==> src/sv/psqe_pkg.sv <==
`default_nettype none
package psqe_pkg;

   localparam int COORD_BITS = 16;
   localparam int WIDTH_BITS = 12;
   localparam int CSR_ADDR_BITS = 3;
   localparam int CSR_DATA_BITS = 32;

   // Normalized magnitudes live below bit 30; the register must also hold |d| before scaling.
   localparam int MAG_BITS = (COORD_BITS + 1 > 31) ? COORD_BITS + 1 : 31;
   localparam int NORM_TOP = 29;
   localparam int SQ_BITS = 62;
   localparam int ROOT_BITS = 31;
   localparam int REM_BITS = ROOT_BITS + 3;
   localparam int QUO_BITS = 13;
   localparam int NUM_BITS = 30 + WIDTH_BITS + 1;
   localparam int SQRT_STEPS = SQ_BITS / 2;
   localparam int CNT_BITS = 5;
   localparam int CORNERS = 6;

   localparam logic [CSR_ADDR_BITS-1:0] ADDR_STROKE_WIDTH = '0;
   localparam logic [WIDTH_BITS-1:0] STROKE_WIDTH_RESET = 12'd16;

   typedef struct packed {
      logic signed [COORD_BITS-1:0] point_x;
      logic signed [COORD_BITS-1:0] point_y;
      logic                         contour_start;
      logic                         contour_end;
      logic                         contour_closed;
   } req_word_type;

   typedef struct packed {
      logic signed [COORD_BITS-1:0] vert_x;
      logic signed [COORD_BITS-1:0] vert_y;
      logic [2:0]                   corner_index;
      logic                         last_of_run;
   } rsp_word_type;

   typedef enum logic [3:0] {
      ST_IDLE,
      ST_DISPATCH,
      ST_LOAD2,
      ST_PREP,
      ST_NORM,
      ST_SQA,
      ST_SQB,
      ST_SQRT,
      ST_DIVXI,
      ST_DIVX,
      ST_DIVYI,
      ST_DIVY,
      ST_EMIT
   } state_type;

   typedef struct packed {
      logic       accept;
      logic       load_seg2;
      logic       prep;
      logic       norm_step;
      logic       sq_a;
      logic       sq_b;
      logic       sqrt_init;
      logic       sqrt_step;
      logic       div_init;
      logic       div_sel_x;
      logic       div_step;
      logic       store_mx;
      logic       emit;
      logic [2:0] corner;
      logic       last;
   } cmd_type;

   typedef struct packed {
      logic seg1_go;
      logic seg2_go;
      logic norm_done;
      logic out_free;
   } status_type;

endpackage
`default_nettype wire

==> src/sv/psqe_ctrl.sv <==
`default_nettype none
module psqe_ctrl (
   input  wire logic                  clock,
   input  wire logic                  reset,
   input  wire logic                  req_valid,
   output logic                       req_stall,
   input  wire psqe_pkg::status_type  status,
   output psqe_pkg::cmd_type          cmd
);
   import psqe_pkg::*;

   state_type           state_ff, state_in;
   logic [CNT_BITS-1:0] cnt_ff, cnt_in;
   logic                second_ff, second_in;

   always_ff @(posedge clock) begin
      if (reset) begin
         state_ff  <= ST_IDLE;
         cnt_ff    <= '0;
         second_ff <= 1'b0;
      end else begin
         state_ff  <= state_in;
         cnt_ff    <= cnt_in;
         second_ff <= second_in;
      end
   end

   always_comb begin
      state_in  = state_ff;
      cnt_in    = cnt_ff;
      second_in = second_ff;
      cmd       = '0;
      cmd.corner = cnt_ff[2:0];
      req_stall = (state_ff != ST_IDLE);
      unique case (state_ff)
         ST_IDLE: begin
            if (req_valid) begin
               cmd.accept = 1'b1;
               second_in  = 1'b0;
               state_in   = ST_DISPATCH;
            end
         end
         ST_DISPATCH: begin
            if (status.seg1_go) state_in = ST_PREP;
            else if (status.seg2_go) state_in = ST_LOAD2;
            else state_in = ST_IDLE;
         end
         ST_LOAD2: begin
            cmd.load_seg2 = 1'b1;
            second_in     = 1'b1;
            state_in      = ST_PREP;
         end
         ST_PREP: begin
            cmd.prep = 1'b1;
            state_in = ST_NORM;
         end
         ST_NORM: begin
            if (status.norm_done) state_in = ST_SQA;
            else cmd.norm_step = 1'b1;
         end
         ST_SQA: begin
            cmd.sq_a = 1'b1;
            state_in = ST_SQB;
         end
         ST_SQB: begin
            cmd.sq_b      = 1'b1;
            cmd.sqrt_init = 1'b1;
            cnt_in        = '0;
            state_in      = ST_SQRT;
         end
         ST_SQRT: begin
            cmd.sqrt_step = 1'b1;
            cnt_in        = cnt_ff + CNT_BITS'(1);
            if (cnt_ff == CNT_BITS'(SQRT_STEPS - 1)) state_in = ST_DIVXI;
         end
         ST_DIVXI: begin
            cmd.div_init  = 1'b1;
            cmd.div_sel_x = 1'b1;
            cnt_in        = '0;
            state_in      = ST_DIVX;
         end
         ST_DIVX: begin
            cmd.div_step = 1'b1;
            cnt_in       = cnt_ff + CNT_BITS'(1);
            if (cnt_ff == CNT_BITS'(QUO_BITS - 1)) state_in = ST_DIVYI;
         end
         ST_DIVYI: begin
            cmd.store_mx = 1'b1;
            cmd.div_init = 1'b1;
            cnt_in       = '0;
            state_in     = ST_DIVY;
         end
         ST_DIVY: begin
            cmd.div_step = 1'b1;
            cnt_in       = cnt_ff + CNT_BITS'(1);
            if (cnt_ff == CNT_BITS'(QUO_BITS - 1)) begin
               cnt_in   = '0;
               state_in = ST_EMIT;
            end
         end
         ST_EMIT: begin
            cmd.last = (cnt_ff == CNT_BITS'(CORNERS - 1)) && (second_ff || !status.seg2_go);
            if (status.out_free) begin
               cmd.emit = 1'b1;
               cnt_in   = cnt_ff + CNT_BITS'(1);
               if (cnt_ff == CNT_BITS'(CORNERS - 1)) begin
                  cnt_in = '0;
                  if (!second_ff && status.seg2_go) state_in = ST_LOAD2;
                  else state_in = ST_IDLE;
               end
            end
         end
         default: state_in = ST_IDLE;
      endcase
   end
endmodule
`default_nettype wire

==> config.mk <==
export PLATFORM = sky130hd
export DESIGN_NAME = psqe_ctrl
export DESIGN_NICKNAME = d
export VERILOG_FILES = /design/src/sv/psqe_pkg.sv /design/src/sv/psqe_ctrl.sv
export SDC_FILE = /design/constraint.sdc
export NUM_CORES = 1
export LEC_CHECK = 0
export BUFFER_PORTS_ARGS = -buffer_cell sky130_fd_sc_hd__buf_4
export CAP_MARGIN = 30
export CORE_MARGIN = 2
export CORE_UTILIZATION = 55
export DETAILED_ROUTE_END_ITERATION = 8
export PLACE_DENSITY = 0.86
export SYNTH_ARGS = -nofsm -noshare
export SYNTH_HDL_FRONTEND = slang
export SYNTH_SLANG_ARGS = --single-unit
==> constraint.sdc <==
create_clock -name clock -period 3 [get_ports clock]
set_input_delay 0 -clock clock [delete_from_list [all_inputs] [get_ports clock]]
set_output_delay 0 -clock clock [all_outputs]
set_load 0.01 [all_outputs]
# ---- Word level (Yosys, flattened, before mapping)
# Cells that the tools add are included.
dict set report op_classes {
  addsub 1
  multipliers 0
  div 0
  order_cmp 0
  eq_ne 22
  shift 0
  muxes 33
  n_bitwise 0
  reduce_logical 16
}
# cell n
set op_table {}
lappend op_table {{case mux 4 bit (13 select lines)} 1}
lappend op_table {{two-way mux 4 bit} 8}
lappend op_table {{== test 4 bit (second input constant)} 5}
lappend op_table {{case mux 5 bit (4 select lines)} 1}
lappend op_table {{== test 4 x 3 -> 1 bit (second input constant)} 4}
lappend op_table {{two-way mux 1 bit} 16}
lappend op_table {{two-way mux 5 bit} 3}
lappend op_table {{!= test 2 bit (second input constant)} 7}
lappend op_table {{== test 4 x 2 -> 1 bit (second input constant)} 2}
lappend op_table {{nonzero test 4 bit} 2}
lappend op_table {{AND reduction 7 bit} 1}
lappend op_table {{two-way mux 2 bit} 3}
lappend op_table {{OR reduction 2 bit} 3}
lappend op_table {{adder 5 x 1 -> 5 bit (second input constant)} 1}
lappend op_table {{== test 5 x 3 -> 1 bit (second input constant)} 1}
lappend op_table {{== test 5 x 4 -> 1 bit (second input constant)} 1}
lappend op_table {{== test 5 bit (second input constant)} 1}
lappend op_table {{== test 4 x 1 -> 1 bit (second input constant)} 1}
lappend op_table {{zero test 4 bit} 1}
lappend op_table {{AND reduction 2 bit} 2}
lappend op_table {{OR reduction 3 bit} 1}
lappend op_table {{logical AND 1 bit} 2}
lappend op_table {{zero test 1 bit} 2}
lappend op_table {{case mux 1 bit (2 select lines)} 1}
lappend op_table {{2 further kinds} 2}
dict set report totals {
  reg_bits 10
  latchBits 0
  ramBits 0
  mem_bits_ro 0
  in_bits 7
  output_inout_bits 18
  word_cells 75
  n_memories 0
}

# ---- Longest topological paths before layout
dict set report logic_depth {
  depth_word 6
  depth_mapped 7
  mapped_depth_nobuf 7
}

# ---- Worst setup path after synthesis
# OpenSTA, ideal clock, no wires.
dict set report synth_path {
  kind {reg2reg}
  startpoint {register cnt_ff[0]}
  endpoint {register state_ff[0]}
  arrival_ps 1475
  required_time_ps 2909
  path_slack_ps 1434
  stages_incl_launch_ff 8
  synth_period_minus_slack_ps 1566
  cell_sequence {dfxtp_1 > inv_1 > ha_1 > nand4b_1 > a32o_2 > a211oi_4 > a21oi_1 > a311oi_1}
}
dict set report synth_via {
  elab_chain_len 3
}
# element line_no
set synth_rtl {}
lappend synth_rtl {{start: declaration} psqe_ctrl.sv:13} ;# logic [CNT_BITS-1:0] cnt_ff, cnt_in;
lappend synth_rtl {{start signal: assignment} psqe_ctrl.sv:23} ;# cnt_ff <= cnt_in;
lappend synth_rtl {{== test 5 x 3 -> 1 bit, or another cell as far along} psqe_ctrl.sv:106} ;# if (cnt_ff == CNT_BITS'(CORNERS - 1)) begin
lappend synth_rtl {{!= test 2 bit (no line)} --}
lappend synth_rtl {{AND reduction 7 bit (no line) *} --}
lappend synth_rtl {{end signal: assignment} psqe_ctrl.sv:22} ;# state_ff <= state_in;
lappend synth_rtl {{end: declaration} psqe_ctrl.sv:12} ;# state_type state_ff, state_in;
# Every way passes the cells marked *; elsewhere a longest branch is shown, timed or not.
# A chain may end at the register's enable or synchronous reset.

# ---- Worst setup path after layout
dict set report layout_path {
  startpoint {register state_ff[1]}
  endpoint {register state_ff[2]}
}
dict set report layout_via {
  elab_chain_len 3
}
# element line_no
set layout_rtl {}
lappend layout_rtl {{== test 4 bit, or another cell as far along} psqe_ctrl.sv:35} ;# unique case (state_ff)
lappend layout_rtl {{!= test 2 bit (no line)} --}
lappend layout_rtl {{AND reduction 7 bit (no line)} --}
# Several ways; a longest one is shown, not always the timed one.

==> metrics.txt <==
number of H-tree branching levels 1; most common cell after layout, fill and taps aside sky130_fd_sc_hd__buf_4; die area 0.001985 sq mm; max-slew violation count 0; critical path required time 3180 ps; multi-input combinational cell area 594.3 sq um; total number of yosys warnings 0; TritonCTS clock tree built; proportion of synthesized flip-flops having asynchronous set or reset 0%; biggest fanout along the worst timing path 18; cell accounting for the most synthesized area sky130_fd_sc_hd__dfxtp_1; routability congestion estimate 0.8716; drt pass-1 iters 4; drt via density 5.987; average instance area after synthesis 7.732 sq um; remaining global-route overflow 0; fraction of the yosys area taken by sequential cells 22.13%; fmax 525.1 MHz; RSZ-0062 raised after global routing no; min cycle time layout 1904 ps; launching point of the worst reg2reg path state_ff[1]$_SDFFE_PP0P_; Mapped Cells 117; number of global-route vias before repair 796; setup violation total in the final timing report 0; insertion delay of the later-clocked pin in the worst-skew pair 280 ps; CP arrival 2080 ps; max_slew headroom 60.43%; total clock buffers created by CTS 3; Post-Layout Inst Area 0.001064 sq mm; static leakage power 0.4778 nW; Post-CTS Repair Setup Buffers 0; DRT Wirelength 2.118 mm; category of the critical setup timing path reg -> reg; number of enable flip-flop cells after synthesis 0; final critical-path share of the clock period 63.48%; Maximum Capacitance Violations 0; met3 global-route usage 2.857%; count of input and output buffers 24; most congested layer reported by global routing met1; total inserted antenna cells 0; worst ir drop on vdd 0.2528 mV; final hold viol count 0; status finished clean; initial core utilization 59.36%; leading cell types in the layout, fill and taps excluded sky130_fd_sc_hd__buf_4, sky130_fd_sc_hd__nor2_1, sky130_fd_sc_hd__dfxtp_1; antenna violations before repair 0; global routing usage summed across all routing layers 23.95%; startpoint types flip-flop; CTS clk-pin slew, worst paths 80 ps; final net count 147; register bit count reported by yosys 10; top-area cell type share of the netlist area 22.13%; most area-consuming cells after synthesis sky130_fd_sc_hd__dfxtp_1, sky130_fd_sc_hd__nor2_1, sky130_fd_sc_hd__ha_1, sky130_fd_sc_hd__a21oi_1, sky130_fd_sc_hd__buf_4; hold slack 44.59 ps; total via count after detailed routing 904; floorplan die height 44.56 um; core area 0.001524 sq mm; site row count 14; clock tree sinks 10; unique cell type count in the Yosys netlist 42; most frequently used flop master after synthesis sky130_fd_sc_hd__dfxtp_1; area of placed instances 0.001017 sq mm; Sum Neg Setup Slack 0 ps; CP Capture Type flip-flop; DR iter-0 viols 37; Seq. cell area 200.2 sq um; io pins 25; clock tree root buffer cell sky130_fd_sc_hd__clkbuf_4; slew at the pin closest to its max-slew limit 592.8 ps; Tightest Hold Check Type in -> reg; post-synthesis net count 128; Detailed Place HPWL 1.533 mm; launching element of the worst setup path state_ff[1]$_SDFFE_PP0P_; filler instances 127; Hold Path Origin req_valid; remaining number of nets flagged by the antenna check after routing 0; buffer levels on the longest clock path 2; GR Util met1 35.40%; pwr/cell area 347.3 mW/mm^2; final clock skew 5.025 ps; global-route wire length before repair 3.539 mm; die width 44.56 um; Area growth, synth to finish 17.57%; pin count of the biggest net entering global routing 20; Post-route DRC 0; combined area of all synthesized cells 904.6 sq um; Routed wire per std cell 14.03 um; fraction of layout instances using a drive strength above 1 26.67%; grt met2 use 33.62%
==> logic make-up after synthesis <==
group	count (synthesis)	synth area share, %
buffers and inverters	17	12.17
AOI/OAI and AO/OA	26	21.86
xor gates and xnor gates	4	3.873
and+or+nand+nor	56	34.44
DFF	10	22.13
adders and majority gates	4	5.533
==> cell type report <==
cell class / instances / area share [%]
tap: 16 / 1.882
clock buffer: 4 / 3.412
sequential: 10 / 18.82
multi-input combinational: 90 / 55.88
timing repair buffer: 25 / 17.88
inverter: 6 / 2.118
==> critical path, cell delays in order, from the launching register on <==
cell and delay [ps]:
sky130_fd_sc_hd__dfxtp_1 700, sky130_fd_sc_hd__nand4b_1 230, sky130_fd_sc_hd__a41oi_1 390, sky130_fd_sc_hd__a211oi_4 110, sky130_fd_sc_hd__a211o_2 330, sky130_fd_sc_hd__o41ai_2 50
==> layer usage <==
layer | vias to the layer above | share of wire (%)
met5 | - | 0
met4 | 0 | 2.6
met3 | 8 | 7.8
met2 | 45 | 46
met1 | 408 | 43
li1 | 443 | -
==> Yosys cell counts (2+ instances only) <==
| cell | instances |
|---|---|
| sky130_fd_sc_hd__buf_4 | 5 |
| sky130_fd_sc_hd__o21ai_0 | 5 |
| sky130_fd_sc_hd__a21oi_1 | 8 |
| sky130_fd_sc_hd__xnor2_1 | 2 |
| sky130_fd_sc_hd__and2_1 | 3 |
| sky130_fd_sc_hd__nand2_1 | 7 |
| sky130_fd_sc_hd__and2_2 | 2 |
| sky130_fd_sc_hd__nor2_1 | 17 |
| sky130_fd_sc_hd__a311oi_1 | 2 |
| sky130_fd_sc_hd__nor3_1 | 5 |
| sky130_fd_sc_hd__inv_1 | 6 |
| sky130_fd_sc_hd__and3_1 | 3 |
| sky130_fd_sc_hd__nor3b_1 | 2 |
| sky130_fd_sc_hd__nor2b_1 | 2 |
| sky130_fd_sc_hd__buf_2 | 2 |
| sky130_fd_sc_hd__nand4b_1 | 2 |
| sky130_fd_sc_hd__nand2b_1 | 5 |
| sky130_fd_sc_hd__ha_1 | 4 |
| sky130_fd_sc_hd__dfxtp_1 | 10 |
| sky130_fd_sc_hd__xor2_1 | 2 |
| sky130_fd_sc_hd__buf_6 | 2 |
==> worst paths after layout <==
| check | endpoint | slack [ps] | cells past startpoint |
|---|---|---|---|
| hold reg to reg | second_ff$_SDFFE_PP0P_ | 530 | 2 |
| hold / removal | second_ff$_SDFFE_PP0P_ | 40 | 4 |
| setup / recovery | state_ff[2]$_SDFFE_PP0P_ | 1100 | 5 |
| setup reg to reg | state_ff[2]$_SDFFE_PP0P_ | 1100 | 5 |
==> state kept, by name, indices dropped and copies added (netlist names) <==
signal,cells
cnt_ff,5
second_ff,1
state_ff,4
==> what timing repair did <==
action / 4_1_cts / 5_1_grt
hold buffers: 1 / 0
hold endpoints to repair: 4 / 0
endpoints found under the setup margin: 0 / 0
resized for setup: 0 / 0
==> metrics by stage <==
step	std cells	setup WS, ps	power [mW]	util [%]
floorplan	117	1434	0.2190	-
CTS	151	1133	0.3690	69.79
finish	151	1096	0.3694	69.79
global route	151	981.9	0.3871	69.79
detailed placement	146	1153	0.2400	66.75
global placement	146	1204	0.2379	66.75
==> report_power, final <==
group / switching [mW] / leakage [nW] / total, mW / internal, mW
logic: 0.0433 / 0.376 / 0.0827 / 0.0394
registers: 0.0194 / 0.0811 / 0.158 / 0.138
clock network: 0.0553 / 0.0210 / 0.129 / 0.0738
Power figures use the tool's default switching activity.
